<file path="config.mk">
export PLATFORM = sky130hd
export DESIGN_NAME = midi_cc_controller_classifier
export DESIGN_NICKNAME = d
export VERILOG_FILES = /design/src/sv/cmcc_pkg.sv /design/src/sv/cmcc_learn.sv /design/src/sv/midi_cc_controller_classifier.sv
export VERILOG_INCLUDE_DIRS = /design/src /design/src/sv
export SDC_FILE = /design/constraint.sdc
export NUM_CORES = 1
export LEC_CHECK = 0
export BUFFER_PORTS_ARGS = -buffer_cell sky130_fd_sc_hd__buf_4
export CAP_MARGIN = 10
export CORE_AREA = 2 2 83 85
export DETAILED_ROUTE_END_ITERATION = 10
export DIE_AREA = 0 0 85 87
export PLACE_DENSITY_LB_ADDON = 0.15
export SETUP_SLACK_MARGIN = 0.5
export SLEW_MARGIN = 25
export SYNTH_ARGS = -nofsm -noshare
export SYNTH_HDL_FRONTEND = slang
export SYNTH_SLANG_ARGS = --single-unit
export TNS_END_PERCENT = 10
</file>
<file path="constraint.sdc">
create_clock -name aclk -period 3.83 [get_ports aclk]
set_input_delay 0.383 -clock aclk [delete_from_list [all_inputs] [get_ports aclk]]
set_output_delay 0.383 -clock aclk [all_outputs]
set_load 0.005 [all_outputs]
</file>
<file path="src/sv/midi_cc_controller_classifier_macros.svh">
// ---------------------------------------------------------------------------
// midi_cc_controller_classifier_macros
// assertion helpers used by the controller classifier rtl
// ---------------------------------------------------------------------------
`ifndef MIDI_CC_CONTROLLER_CLASSIFIER_MACROS_SVH
`define MIDI_CC_CONTROLLER_CLASSIFIER_MACROS_SVH

// condition holds in the same cycle as the trigger
`define CMCC_ASSERT_SAME(lbl, clk, rstn, trig, cond, msg) \
    lbl: assert property (@(posedge clk) disable iff (!(rstn)) (trig) |-> (cond)) \
        else $error(msg);

// condition holds in the cycle after the trigger
`define CMCC_ASSERT_NEXT(lbl, clk, rstn, trig, cond, msg) \
    lbl: assert property (@(posedge clk) disable iff (!(rstn)) (trig) |=> (cond)) \
        else $error(msg);

`endif

</file>
<file path="src/sv/cmcc_pkg.sv">
// ---------------------------------------------------------------------------
// cmcc_pkg
// types and constants of the controller classifier
// ---------------------------------------------------------------------------
`default_nettype none

package cmcc_pkg;

    // word kinds on the input channel
    typedef enum logic [1:0] {
        KIND_CC     = 2'd0,
        KIND_FINISH = 2'd1,
        KIND_CLEAR  = 2'd2
    } kind_t;

    // controller classes
    typedef enum logic [2:0] {
        CTYPE_UNKNOWN    = 3'd0,
        CTYPE_TOGGLE     = 3'd1,
        CTYPE_MOMENTARY  = 3'd2,
        CTYPE_CONTINUOUS = 3'd3,
        CTYPE_ENDLESS    = 3'd4
    } ctype_t;

    localparam logic [6:0] TOP_VALUE       = 7'd127;
    localparam logic [7:0] NONE_MARK       = 8'hFF;
    localparam logic [3:0] COUNT_MAX       = 4'd15;
    localparam logic [3:0] MOMENTARY_COUNT = 4'd4;
    localparam logic [3:0] TOGGLE_COUNT    = 4'd2;

    // learning state
    typedef struct packed {
        logic [7:0] cc;
        logic [7:0] min;
        logic [7:0] max;
        logic [3:0] count;
        logic [6:0] prev;
        logic       have_prev;
        logic       wrap_down;
        logic       wrap_up;
        logic       interior;
        ctype_t     ctype;
    } learn_state_t;

    localparam learn_state_t LEARN_CLEAR = '{
        cc:        NONE_MARK,
        min:       NONE_MARK,
        max:       NONE_MARK,
        count:     4'd0,
        prev:      7'd0,
        have_prev: 1'b0,
        wrap_down: 1'b0,
        wrap_up:   1'b0,
        interior:  1'b0,
        ctype:     CTYPE_UNKNOWN
    };

    // result word
    typedef struct packed {
        ctype_t     ctype;
        logic [7:0] learned_cc;
        logic [7:0] lowest;
        logic [7:0] highest;
        logic [3:0] count;
    } result_t;

endpackage

`default_nettype wire

</file>
<file path="src/sv/cmcc_learn.sv">
// ---------------------------------------------------------------------------
// cmcc_learn
// learning state register and its update per accepted word
// ---------------------------------------------------------------------------
`default_nettype none

module cmcc_learn
    import cmcc_pkg::*;
(
    input  wire logic       aclk,
    input  wire logic       aresetn,
    input  wire logic       step_en,
    input  wire logic [1:0] kind,
    input  wire logic [6:0] num,
    input  wire logic [6:0] val,
    output result_t         res_next
);

    learn_state_t state_reg;
    learn_state_t state_next;
    learn_state_t upd;

    // state update for one word
    always_comb begin
        learn_state_t base;
        base = state_reg;
        upd  = state_reg;
        unique case (kind)
            KIND_CC: begin
                // another controller number restarts learning
                if (state_reg.have_prev && ({1'b0, num} != state_reg.cc)) begin
                    base = LEARN_CLEAR;
                end
                upd = base;
                if (!base.have_prev) begin
                    upd.count = 4'd1;
                    upd.cc    = {1'b0, num};
                    upd.min   = {1'b0, val};
                    upd.max   = {1'b0, val};
                end else begin
                    if (base.count != COUNT_MAX) begin
                        upd.count = base.count + 4'd1;
                    end
                    if (val == 7'd0) begin
                        if (base.prev == TOP_VALUE) begin
                            upd.wrap_down = 1'b1;
                        end
                    end else if (val == TOP_VALUE) begin
                        if (base.prev == 7'd0) begin
                            upd.wrap_up = 1'b1;
                        end
                    end else begin
                        upd.interior = 1'b1;
                    end
                    if ({1'b0, val} < base.min) begin
                        upd.min = {1'b0, val};
                    end
                    if ({1'b0, val} > base.max) begin
                        upd.max = {1'b0, val};
                    end
                end
                upd.prev      = val;
                upd.have_prev = 1'b1;
            end
            KIND_FINISH: begin
                // classify from count and flags
                if (state_reg.count > MOMENTARY_COUNT) begin
                    upd.ctype = (state_reg.interior &&
                                 (state_reg.wrap_down || state_reg.wrap_up)) ?
                                CTYPE_ENDLESS : CTYPE_CONTINUOUS;
                end else if (state_reg.count == MOMENTARY_COUNT) begin
                    upd.ctype = CTYPE_MOMENTARY;
                end else if (state_reg.count == TOGGLE_COUNT) begin
                    upd.ctype = CTYPE_TOGGLE;
                end else begin
                    upd.ctype = CTYPE_UNKNOWN;
                end
            end
            KIND_CLEAR: begin
                upd = LEARN_CLEAR;
            end
            default: begin
                upd = state_reg;
            end
        endcase
    end

    assign state_next = step_en ? upd : state_reg;

    // state register
    always_ff @(posedge aclk) begin
        if (!aresetn) begin
            state_reg <= LEARN_CLEAR;
        end else begin
            state_reg <= state_next;
        end
    end

    // result word shows the state after the step
    assign res_next = '{
        ctype:      upd.ctype,
        learned_cc: upd.cc,
        lowest:     upd.min,
        highest:    upd.max,
        count:      upd.count
    };

endmodule

`default_nettype wire

</file>
<file path="src/sv/midi_cc_controller_classifier.sv">
// ---------------------------------------------------------------------------
// midi_cc_controller_classifier
// learns the kind of physical controller behind a control change stream
// ---------------------------------------------------------------------------
// channel  dir  fields
// s_       in   kind, cc_number, cc_value
// m_       out  ctrl_class, learned_cc, lowest_value, highest_value,
//                message_count
//
// one word per cycle while s_ready is high; each accepted word gives one result word in the next cycle,
// set by the single state update between the learning and result registers.
// s_ready is low only while a result word waits and m_ready is low.
// synchronous active-low reset clears learning and empties the result register.
// ---------------------------------------------------------------------------
`default_nettype none

`include "midi_cc_controller_classifier_macros.svh"

module midi_cc_controller_classifier
    import cmcc_pkg::*;
(
    input  wire logic       aclk,
    input  wire logic       aresetn,
    input  wire logic       s_valid,
    output logic            s_ready,
    input  wire logic [1:0] s_kind,
    input  wire logic [6:0] s_cc_number,
    input  wire logic [6:0] s_cc_value,
    output logic            m_valid,
    input  wire logic       m_ready,
    output logic [2:0]      m_ctrl_class,
    output logic [7:0]      m_learned_cc,
    output logic [7:0]      m_lowest_value,
    output logic [7:0]      m_highest_value,
    output logic [3:0]      m_message_count
);

    logic    accept;
    logic    m_valid_reg;
    logic    m_valid_next;
    result_t res_next;
    result_t res_reg;

    // take a word whenever the result register is free or being drained
    assign s_ready = !m_valid_reg || m_ready;
    assign accept  = s_valid && s_ready;

    cmcc_learn u_learn (
        .aclk     (aclk),
        .aresetn  (aresetn),
        .step_en  (accept),
        .kind     (s_kind),
        .num      (s_cc_number),
        .val      (s_cc_value),
        .res_next (res_next)
    );

    // result register
    assign m_valid_next = accept || (m_valid_reg && !m_ready);

    always_ff @(posedge aclk) begin
        if (!aresetn) begin
            m_valid_reg <= 1'b0;
        end else begin
            m_valid_reg <= m_valid_next;
        end
    end

    always_ff @(posedge aclk) begin
        if (accept) begin
            res_reg <= res_next;
        end
    end

    assign m_valid         = m_valid_reg;
    assign m_ctrl_class    = res_reg.ctype;
    assign m_learned_cc    = res_reg.learned_cc;
    assign m_lowest_value  = res_reg.lowest;
    assign m_highest_value = res_reg.highest;
    assign m_message_count = res_reg.count;

    // checks
    `CMCC_ASSERT_SAME(a_stall_blocks_input, aclk, aresetn, m_valid && !m_ready, !s_ready, "input taken while result stalled")
    `CMCC_ASSERT_NEXT(a_accept_gives_result, aclk, aresetn, s_valid && s_ready, m_valid, "accepted word gave no result")
    `CMCC_ASSERT_SAME(a_count_matches_cc, aclk, aresetn, m_valid, (m_learned_cc == NONE_MARK) == (m_message_count == 4'd0), "count and learned number disagree")
    `CMCC_ASSERT_SAME(a_min_not_above_max, aclk, aresetn, m_valid && (m_message_count != 4'd0), m_lowest_value <= m_highest_value, "lowest above highest")

endmodule

`default_nettype wire

</file>
==> results of run 1 <==
==> stage by stage <==
step | total power, W | cell area (um^2) | utilization
after CTS | 0.00158 | 4190 | 0.638
final | 0.00158 | 4220 | 0.643
after global routing | 0.00164 | 4220 | 0.643
after floorplan | 0.000982 | 3560 | -
after global placement | 0.00106 | 4010 | 0.610
after detailed placement | 0.00107 | 4010 | 0.610
==> per-layer routing <==
layer,vias up,global-route usage,wire [um]
met4,0,0.0996,153
met5,-,0,0
met1,1452,0.334,3850
li1,1424,-,-
met3,13,0.0398,568
met2,113,0.365,3880
==> kinds of logic (layout without fill, tap and decap cells) <==
kind of cell / Yosys count / after routing / share of synthesized area
AO/OA/AOI/OAI: 112 / 112 / 0.244
XOR/XNOR: 8 / 8 / 0.0197
adder cells (fa/ha/maj): 14 / 14 / 0.0491
buffers and inverters: 28 / 86 / 0.0362
flip-flops: 74 / 74 / 0.503
multiplexers: 2 / 2 / 0.00597
AND/OR/NAND/NOR: 101 / 101 / 0.142
==> cells in the mapped netlist, types with 2 or more instances <==
cell type,n,area share
o21ai_1,2,0.0028
edfxtp_1,31,0.26
dfxtp_1,43,0.24
nor3b_1,3,0.0063
inv_1,12,0.013
xnor2_1,7,0.017
clkbuf_1,10,0.011
o211ai_1,5,0.011
nand4_1,2,0.0035
nand4b_1,2,0.0049
a21oi_1,11,0.015
ha_1,14,0.049
buf_2,4,0.0056
nor3_1,5,0.0070
a22oi_1,7,0.015
a21o_1,2,0.0042
a41oi_1,6,0.015
nand2_1,19,0.020
and3_1,3,0.0053
nand2b_1,5,0.0088
nor4_1,5,0.0088
a31oi_1,3,0.0053
a32oi_1,4,0.0098
o21ai_0,15,0.021
or3_1,2,0.0035
nor2_1,36,0.038
o221ai_1,2,0.0049
a32o_1,2,0.0056
o22a_1,27,0.066
o32a_1,11,0.031
nor2b_1,2,0.0035
o21a_1,2,0.0042
o32a_2,4,0.013
a21boi_0,3,0.0063
nand3_1,8,0.011
==> area by class of cell <==
cell class                 count  area, um^2  share of cell area
sequential                    74        1790               0.424
multi-input combinational    237        1690               0.400
timing repair buffer          58         435               0.103
clock buffer                  12         145              0.0344
tap                           80         100              0.0237
inverter                      12        45.0              0.0107
clock inverter                 4        17.5             0.00415
==> cells in the final DEF (no fill, tap or decap), types with 3 or more instances in the layout <==
master | Yosys | routed
o32a_2 | 4 | 4
nand3_1 | 8 | 8
o32a_1 | 11 | 11
nor3b_1 | 3 | 3
nand2_1 | 19 | 19
o21ai_0 | 15 | 15
nor2_1 | 36 | 36
a41oi_1 | 6 | 4
buf_4 | 0 | 58
nor4_1 | 5 | 5
a21oi_1 | 11 | 11
clkbuf_8 | 0 | 10
ha_1 | 14 | 14
nor3_1 | 5 | 5
a32oi_1 | 4 | 4
a21boi_0 | 3 | 3
nand2b_1 | 5 | 5
o22a_1 | 27 | 27
dfxtp_1 | 43 | 43
xnor2_1 | 7 | 7
inv_1 | 12 | 12
edfxtp_1 | 31 | 31
o211ai_1 | 5 | 5
a22oi_1 | 7 | 7
==> critical path: cells and delay by family, from the launching register on <==
family,cells,cell delay [ns]
compound gates,5,1.40
simple gates,3,0.68
flops,1,0.33
fa+ha+maj,1,0.25
xor+xnor,1,0.20
==> worst min-delay path by stage <==
stage	to	slack (ns)	from	cells after the start
after floorplan	u_learn.state_reg[2]$_SDFFE_PN0P_	0.46	u_learn.state_reg[2]$_SDFFE_PN0P_	2
after global placement	u_learn.state_reg[26]$_SDFFE_PN1P_	0.48	u_learn.state_reg[26]$_SDFFE_PN1P_	1
after detailed placement	u_learn.state_reg[26]$_SDFFE_PN1P_	0.48	u_learn.state_reg[26]$_SDFFE_PN1P_	1
after CTS	u_learn.state_reg[40]$_SDFFE_PN1P_	0.25	s_cc_number[6]	2
after global routing	u_learn.state_reg[36]$_SDFFE_PN1P_	0.27	s_cc_number[2]	2
final	u_learn.state_reg[40]$_SDFFE_PN1P_	0.26	s_cc_number[6]	2
==> power by group <==
part / total (W) / internal (W) / switching, W
Clock: 0.000525 / 0.000247 / 0.000278
Sequential: 0.000867 / 0.000852 / 0.0000152
Combinational: 0.000186 / 0.0000808 / 0.000105
Total: 0.00158 / 0.00118 / 0.000399
==> timing repair <==
| action | in CTS | in global routing |
|---|---|---|
| gates resized for setup | 3 | 5 |
| setup buffers | 0 | 1 |
| pin swaps | 0 | 2 |
| endpoints found under the setup margin | 8 | 28 |
| endpoints found under the hold margin | 0 | 0 |
==> run_results.csv, run 1 <==
group,metric,value,unit
layout,largest_register_ffs,42,
sta,finClkSkew,0.00849,ns
floorplanning,die_w,85,um
clock_network,cts_buffers,9,
routing,vias,3002,
routing,avgViaCountPerCell,6.29,
routing,drc,0,
sta,final-setup-viol-count,0,
grt,track_usage,0.238,
sta,rsz0062_at_grt,"false",
worst_setup_path,max_stage_delay,0.35,ns
worst_setup_path,crit_fanout,14,
worst_setup_path,worstPathRequired,3.93,ns
logic_synthesis,synth_nets,373,
clock_network,clock_path_buffers,2,
place,gp_congestion,0.877,
routing,wl_per_cell,17.7,um
layout,final_layout_size_suffix_gt1_frac,0.219,
sta,finalSetupTns,0,ns
sta,fin_crit_sh,0.819,
grt,grt_pass1_vias,2741,
clock_network,cts_hold_buf,0,
logic_synthesis,ys_warn_count,0,
sta,hold_violations,0,
routing,wl,8450,um
worst_setup_path,cpMaxStageDelayCell,"o21a_4",
logic_synthesis,synth.distinct_cells,55,
logic_synthesis,netlist_area,3560,um^2
worst_setup_path,crit_start,"u_learn.state_reg[38]$_SDFFE_PN1P_",
status,run_status,"finished, final reports clean",
worst_setup_path,critPathKind,"reg -> reg",
worst_setup_path,reg2reg_to,"m_lowest_value[4]$_DFFE_PP_",
pwr,powerDensity,374,nW/um^2
sta,max_freq,0.319,GHz
worst_setup_path,crit_arrival,3.23,ns
pwr,irDropWorstVdd,225,uV
worst_setup_path,crit_path_end_kind,"flip-flop",
sta,maxSlewHeadroom,0.506,
floorplanning,start_util,0.543,
floorplanning,die_area,7400,um^2
hold_path,hp-class,"in -> reg",
grt,grt_pass1_wl,13800,um
sta,fin_ws,0.694,ns
layout,layoutNonFillerInstCount,477,
worst_setup_path,reg2reg_from,"u_learn.state_reg[38]$_SDFFE_PN1P_",
logic_synthesis,avgSynthCellArea,10.5,um^2
logic_synthesis,synth_flop_cell,"dfxtp_1",
floorplanning,die_h,87,um
place,placed_cells,460,
pwr,leakage,1.54,nW
layout,nFillCells,542,
run,max_cap_violations,0,
sta,fin_hold_ws,0.256,ns
worst_setup_path,critPathCapture,"m_lowest_value[4]$_DFFE_PP_",
logic_synthesis,synth_seq_cells,74,
layout,n_antenna_cell,0,
logic_synthesis,yosysSeqAreaShare,0.503,
clock_network,cts_sinks,74,
place,dp_slack,0.292,ns
grt,grt_start_max_net_pins,37,
logic_synthesis,synthArstFlopShare,0,
routing,first_pass_iters,5,
floorplanning,ioPinCount,53,
clock_network,cts_max_level,3,
clock_network,clock_latency,0.35,ns
grt,globalRoute.totalOverflow,0,
logic_synthesis,synth_edf_count,31,
worst_setup_path,r2r_setup_slack,0.69,ns
sta,maxSlewViolCount,0,
routing,ant_nets,0,
floorplanning,core,6570,um^2
clock_network,clkTransAtPathRegs,0.07,ns
layout,nets,426,
layout,area.growth.synth_to_final,18.5,%
worst_setup_path,crit_chain,"xnor2_1 -> nand4_2 -> o21a_4 -> nor2_1 -> ha_1 -> a21o_1 -> a221o_1 -> a31o_1 -> and3_2 -> o32a_1",
floorplanning,fp-row-count,30,
place,dpl.hpwl,5470,um
sta,tightest_slew,0.738,ns
clock_network,root_buffer,"clkbuf_8",
worst_setup_path,r2r_cells,10,
worst_setup_path,crit_path_start_kind,"flip-flop",
grt,antenna_found_initial,0,
routing,drt_iter0_drc,285,
place,port_buffers,52,
sta,min_period,3.14,ns
logic_synthesis,synth_cells,339,
clock_network,cts_tree,"done",
Power figures use the tool's default switching activity.
==> inputs of run 2 (changes only) <==
==> constraint.sdc (replaced) <==
create_clock -name aclk -period 2.9 [get_ports aclk]
set_input_delay 0.29 -clock aclk [delete_from_list [all_inputs] [get_ports aclk]]
set_output_delay 0.29 -clock aclk [all_outputs]
set_load 0.005 [all_outputs]
==> run 2 against run 1 <==
Effect of this change:
- critical path depth is 4 higher
- sequential share of layout area is 3.6 points lower
- combinational power is 60% higher
- power is 44% higher
==> run_results.csv, run 2 (same netlist as run 1, synthesis figures left out) <==
group,metric,value,unit
sta,min_period,2.85,ns
pwr,powerDensity,490,nW/um^2
routing,avgViaCountPerCell,6.36,
hold_path,holdPathEnd,"u_learn.state_reg[40]$_SDFFE_PN1P_",
layout,final_layout_size_suffix_gt1_frac,0.346,
clock_network,cts_tree,"done",
worst_setup_path,cpMaxStageDelayCell,"dfxtp_2",
sta,fin_crit_sh,0.983,
worst_setup_path,max_stage_delay,0.35,ns
layout,mostFrequentLayoutCell,"buf_4",
sta,max_freq,0.351,GHz
floorplanning,fp-row-count,30,
pwr,irDropWorstVdd,437,uV
clock_network,cts_sinks,74,
routing,wl,9420,um
worst_setup_path,crit_chain,"xnor2_2 -> nand4_2 -> buf_4 -> o21a_4 -> buf_4 -> nor2_4 -> ha_4 -> a21oi_1 -> o21ai_1 -> a31o_1 -> buf_4 -> a31oi_1 -> buf_4 -> o32a_1",
floorplanning,start_util,0.543,
sta,finalSetupTns,0,ns
sta,hold_violations,0,
place,gp_congestion,0.813,
layout,n_antenna_cell,0,
grt,globalRoute.totalOverflow,0,
pwr,leakage,1.73,nW
worst_setup_path,worstPathRequired,3.12,ns
sta,final-setup-viol-count,0,
place,placed_cells,481,
layout,nets,454,
sta,fin_hold_ws,0.182,ns
grt,grt_pass1_wl,14100,um
clock_network,cts_buffers,9,
grt,grt_start_max_net_pins,36,
floorplanning,die_h,87,um
sta,maxSlewViolCount,0,
routing,ant_nets,0,
place,port_buffers,52,
layout,most-common-layout-cells,"84 x buf_4, 36 x dfxtp_1, 31 x edfxtp_1",
routing,vias,3211,
clock_network,cts_hold_buf,0,
sta,tightest_slew,0.641,ns
hold_path,hold_depth,2,
clock_network,cts_max_level,3,
layout,largest_register_ffs,42,
worst_setup_path,crit_fanout,7,
floorplanning,die_w,85,um
status,run_status,"finished, final reports clean",
clock_network,clock_latency,0.36,ns
clock_network,root_buffer,"clkbuf_8",
hold_path,hp-start,"s_cc_number[6]",
sta,rsz0062_at_grt,"true",
worst_setup_path,r2r_cells,14,
grt,track_usage,0.245,
routing,first_pass_iters,6,
grt,antenna_found_initial,0,
place,dpl.hpwl,5880,um
clock_network,clock_path_buffers,2,
worst_setup_path,reg2reg_from,"u_learn.state_reg[36]$_SDFFE_PN1P_",
layout,fin_util,0.707,
worst_setup_path,reg2reg_to,"m_lowest_value[5]$_DFFE_PP_",
worst_setup_path,crit_path_start_kind,"flip-flop",
worst_setup_path,crit_arrival,3.07,ns
worst_setup_path,cpMostUsedCell,"buf_4",
sta,finClkSkew,0.0159,ns
worst_setup_path,crit_path_end_kind,"flip-flop",
hold_path,hp-class,"in -> reg",
grt,grt_pass1_vias,2841,
worst_setup_path,critPathKind,"reg -> reg",
floorplanning,ioPinCount,53,
worst_setup_path,r2r_setup_slack,0.05,ns
sta,maxSlewHeadroom,0.570,
floorplanning,die_area,7400,um^2
floorplanning,core,6570,um^2
layout,area.growth.synth_to_final,30.3,%
routing,drt_iter0_drc,367,
layout,layoutNonFillerInstCount,505,
routing,drc,0,
routing,wl_per_cell,18.6,um
clock_network,clkTransAtPathRegs,0.08,ns
run,max_cap_violations,0,
==> run 2: changes by cell type in the layout (fill, tap and decap cells not counted), sizes merged <==
cell      delta
bufinv       +1
buf         +27
o21a         +1
clkbuf       -2
clkinvlp     +3
clkinv       -2
==> run 2: through the flow <==
step / instance area, um^2 / total power (W) / worst slack, ns
global route: 4650 / 0.00235 / -0.0636
CTS: 4430 / 0.00224 / 0.0978
detailed placement: 4200 / 0.00143 / -0.262
finish: 4650 / 0.00227 / 0.0484
global placement: 4200 / 0.00142 / -0.122
floorplan: 3610 / 0.00130 / -0.0786
==> run 2: power breakdown <==
| part | internal, W | switching, W |
|---|---|---|
| registers | 0.00112 | 0.0000218 |
| logic | 0.000139 | 0.000159 |
| clock network | 0.000420 | 0.000409 |
==> run 2: cell type report <==
type | count | area, um^2
tap | 80 | 100
clock inverter | 6 | 66.3
clock buffer | 10 | 138
multi-input combinational | 238 | 1850
fill | 475 | 1920
timing repair buffer | 85 | 642
sequential | 74 | 1800
inverter | 12 | 45.0
==> run 2: routing by layer <==
layer  share of wire  global-route usage  vias to the layer above
li1                -                   -                     1484
met2            0.48               0.376                      146
met1            0.43               0.342                     1557
met4           0.020              0.0895                        0
met5               0                   0                        -
met3           0.071              0.0512                       24
==> run 2: worst max-delay path by stage <==
stage	from	end	slack [ns]	cells after the start
floorplan	u_learn.state_reg[34]$_SDFFE_PN1P_	m_lowest_value[1]$_DFFE_PP_	-0.08	13
global placement	s_cc_number[1]	m_lowest_value[0]$_DFFE_PP_	-0.12	11
detailed placement	s_cc_number[6]	m_lowest_value[5]$_DFFE_PP_	-0.26	11
CTS	u_learn.state_reg[37]$_SDFFE_PN1P_	m_lowest_value[5]$_DFFE_PP_	0.1	12
global route	u_learn.state_reg[36]$_SDFFE_PN1P_	m_highest_value[0]$_DFFE_PP_	-0.06	13
finish	u_learn.state_reg[36]$_SDFFE_PN1P_	m_lowest_value[5]$_DFFE_PP_	0.05	14
==> run 2: critical path: cells and delay by family (launching register included) <==
family | cells | cell delay [ns]
fa+ha+maj | 1 | 0.21
compound gates | 6 | 1.07
flops | 1 | 0.35
simple gates | 2 | 0.27
buf+inv | 4 | 0.66
xor+xnor | 1 | 0.14
==> run 2: what timing repair did <==
item | 4_1_cts | 5_1_grt
gates cloned | 0 | 1
resized for setup | 5 | 34
setup endpoints to repair | 30 | 36
pin swaps | 1 | 25
endpoints found under the hold margin | 0 | 0
setup buffers | 1 | 6
==> inputs of run 3 (changes only) <==
--- a/config.mk
+++ b/config.mk
@@ -9,6 +9,7 @@
 export BUFFER_PORTS_ARGS = -buffer_cell sky130_fd_sc_hd__buf_4
 export CAP_MARGIN = 10
 export CORE_AREA = 2 2 83 85
+export CTS_BUF_LIST = sky130_fd_sc_hd__clkbuf_4 sky130_fd_sc_hd__clkbuf_8
 export DETAILED_ROUTE_END_ITERATION = 10
 export DIE_AREA = 0 0 85 87
 export PLACE_DENSITY_LB_ADDON = 0.15
@@ -16,5 +17,6 @@
 export SLEW_MARGIN = 25
 export SYNTH_ARGS = -nofsm -noshare
 export SYNTH_HDL_FRONTEND = slang
+export SYNTH_HIERARCHICAL = 1
 export SYNTH_SLANG_ARGS = --single-unit
 export TNS_END_PERCENT = 10
==> run 3 against run 2 <==
Effect of this change:
- via count shrank 0.97%
- worst setup slack worse by 0.0095 ns
- core utilization rose by 0.19 points
- routed wire length down 5.7%
- first-iteration DRC count is 20% lower
- sequential power about the same
- register-to-register slack about the same
- area after synthesis up 5.9%
- largest cell class unchanged
==> run_results.csv, run 3 <==
group,metric,value,unit
pwr,leakage,1.77,nW
worst_setup_path,crit_start,"u_learn/state_reg[37]$_SDFFE_PN1P_",
routing,dr_wl_met2,4140,um
pwr,irDropWorstVdd,362,uV
logic_synthesis,synthArstFlopShare,0,
routing,wl,8880,um
logic_synthesis,synth_edf_count,31,
clock_network,cts_buffers,9,
floorplanning,die_h,87,um
clock_network,clock_latency,0.34,ns
layout,most-common-layout-cells,"83 x buf_4, 37 x dfxtp_1, 31 x edfxtp_1",
routing,ant_nets,0,
sta,final-setup-viol-count,0,
layout,fin_util,0.709,
floorplanning,fp-row-count,30,
pwr,p_clk_frac,0.382,
clock_network,root_buffer,"clkbuf_8",
logic_synthesis,synth_cells,373,
floorplanning,start_util,0.575,
logic_synthesis,synth_largest_area_cell,"edfxtp_1",
run,max_cap_violations,0,
sta,fin_crit_sh,0.987,
clock_network,cts_hold_buf,0,
layout,largest_register_ffs,42,
worst_setup_path,critPathKind,"reg -> reg",
clock_network,clkTransAtPathRegs,0.08,ns
routing,avgViaCountPerCell,6.25,
layout,area.growth.synth_to_final,23.4,%
pwr,powerDensity,504,nW/um^2
status,run_status,"finished, final reports clean",
routing,drt_iter0_drc,295,
grt,antenna_found_initial,0,
pwr,p_int,0.00178,W
logic_synthesis,ys_warn_count,6,
routing,topRoutingLayerUsed,"met4",
logic_synthesis,yosysMostFrequentCell,"dfxtp_1",
sta,maxSlewHeadroom,0.604,
hold_path,hp-start,"aresetn",
logic_synthesis,synth_top_family_by_area,"compound AO/OA/AOI/OAI gates",
grt,globalRoute.totalOverflow,0,
worst_setup_path,reg2reg_from,"u_learn/state_reg[37]$_SDFFE_PN1P_",
clock_network,cts_tree,"done",
grt,grt_start_max_net_pins,27,
logic_synthesis,yosysSeqAreaShare,0.475,
layout,stdcell_area,4660,um^2
clock_network,clock_path_buffers,2,
grt,grt_pass1_vias,2999,
floorplanning,ioPinCount,53,
logic_synthesis,synth_mux_area_frac,0.00298,
sta,maxSlewViolCount,0,
worst_setup_path,worstPathRequired,2.99,ns
sta,min_period,2.86,ns
logic_synthesis,synth.distinct_cells,51,
pwr,switching_share,0.240,
pwr,p_sw,0.000562,W
logic_synthesis,synth_area_leaders,"edfxtp_1 25%, dfxtp_1 23%, o22a_1 6.7%",
logic_synthesis,synth_nets,407,
clock_network,cts_sinks,74,
grt,track_usage,0.243,
place,gp_congestion,0.859,
routing,wl_met3,638,um
worst_setup_path,r2r_cells,11,
place,dpl.hpwl,5740,um
sta,max_freq,0.350,GHz
hold_path,hp-class,"in -> reg",
logic_synthesis,synthXorXnorAreaFrac,0.0162,
layout,final_layout_size_suffix_gt1_frac,0.343,
logic_synthesis,synth_commonest_cells,"43 x dfxtp_1, 32 x buf_4, 31 x edfxtp_1",
routing,first_pass_iters,5,
logic_synthesis,synth_top_cell_area_share,0.247,
floorplanning,die_area,7400,um^2
sta,finClkSkew,0.00923,ns
routing,drc,0,
sta,hold_violations,0,
routing,wl_per_cell,17.4,um
routing,wl_met1,4000,um
worst_setup_path,crit_fanout,7,
layout,n_antenna_cell,0,
hold_path,hold_depth,2,
logic_synthesis,synth_compound_area_frac,0.219,
worst_setup_path,crit_arrival,2.95,ns
logic_synthesis,synth_seq_cells,74,
pwr,power_frac_seq,0.490,
floorplanning,core,6570,um^2
worst_setup_path,crit_path_end_kind,"flip-flop",
floorplanning,die_w,85,um
sta,tightest_slew,0.590,ns
sta,fin_hold_ws,0.198,ns
routing,vias,3180,
worst_setup_path,crit_path_start_kind,"flip-flop",
logic_synthesis,synth-adder-area-share,0.0464,
logic_synthesis,yosys.area_share.simple,0.149,
place,place_area,4210,um^2
place,port_buffers,52,
logic_synthesis,avgSynthCellArea,10.1,um^2
sta,rsz0062_at_grt,"true",
grt,grt_pass1_wl,14400,um
layout,mostFrequentLayoutCell,"buf_4",
clock_network,cts_max_level,3,
logic_synthesis,synth_flop_cell,"dfxtp_1",
logic_synthesis,netlist_area,3770,um^2
pwr,combPwrFrac,0.128,
layout,nets,458,
==> run 3: cell count changes in the layout (fill, tap and decap cells not counted), sizes merged, moves of 4 or more <==
| cell | before | now |
|---|---|---|
| a22oi | 7 | 1 |
| nand3 | 8 | 20 |
| a41oi | 6 | 2 |
| nor2 | 37 | 25 |
| and3 | 3 | 8 |
| a21oi | 11 | 30 |
==> run 3: logic make-up (layout without fill, tap and decap cells) <==
family | Yosys count | after routing
flops | 74 | 74
xor+xnor | 7 | 7
fa+ha+maj | 14 | 14
compound gates | 113 | 113
simple gates | 105 | 106
buf+inv | 59 | 114
mux | 1 | 1
==> run 3: final cells by class <==
cell class	instances	area, um^2
Tap cell	80	100
Multi-Input combinational cell	241	1820
Sequential cell	74	1800
Inverter	10	37.5
Fill cell	500	1910
Clock inverter	5	77.6
Timing Repair Buffer	88	679
Clock buffer	11	145
==> run 3: power by group through the flow <==
stage | Clock, W | Sequential, W | Combinational, W
finish | 0.000897 | 0.00115 | 0.000301
global route | 0.000962 | 0.00115 | 0.000324
CTS | 0.000911 | 0.00115 | 0.000290
detailed placement | 0 | 0.00117 | 0.000269
global placement | 0 | 0.00117 | 0.000263
floorplan | 0 | 0.00117 | 0.000165
==> run 3: final timing paths <==
check	slack, ns	end
worst min-delay path	0.20	u_learn/state_reg[25]$_SDFFE_PN1P_
worst max-delay path	0.04	m_highest_value[1]$_DFFE_PP_
worst min register to register	0.47	u_learn/state_reg[2]$_SDFFE_PN0P_
worst max register to register	0.04	m_highest_value[1]$_DFFE_PP_
==> run 3: metal layers <==
metal | track usage | up-vias
met2 | 0.369 | 140
met1 | 0.346 | 1539
met3 | 0.0597 | 16
met5 | 0 | -
met4 | 0.0678 | 0
li1 | - | 1485
==> run 3: stage by stage <==
step | worst slack (ns) | TNS [ns] | power, W | instances
after floorplan | -0.252 | -1.87 | 0.00133 | 373
after global placement | -0.141 | -2.44 | 0.00143 | 486
after detailed placement | -0.189 | -3.79 | 0.00144 | 486
after CTS | 0.0559 | 0 | 0.00235 | 508
after global routing | -0.0608 | -0.751 | 0.00244 | 509
final | 0.0389 | 0 | 0.00235 | 509
==> run 3: worst max-delay path: stages (launching register included) <==
cell      delay (ns)
dfxtp_1         0.33
xnor2_1         0.26
and4_4          0.30
a21oi_4         0.10
buf_6           0.16
nor2_4          0.09
ha_4            0.21
a2111o_1        0.35
o211ai_1        0.31
a21oi_1         0.12
buf_4           0.18
o22a_1          0.19
==> run 3: repair_timing <==
item,CTS,global route
resized for setup,22,16
cloned,1,0
buffers inserted,5,1
pin swaps,23,10
endpoints found under the setup margin,31,36
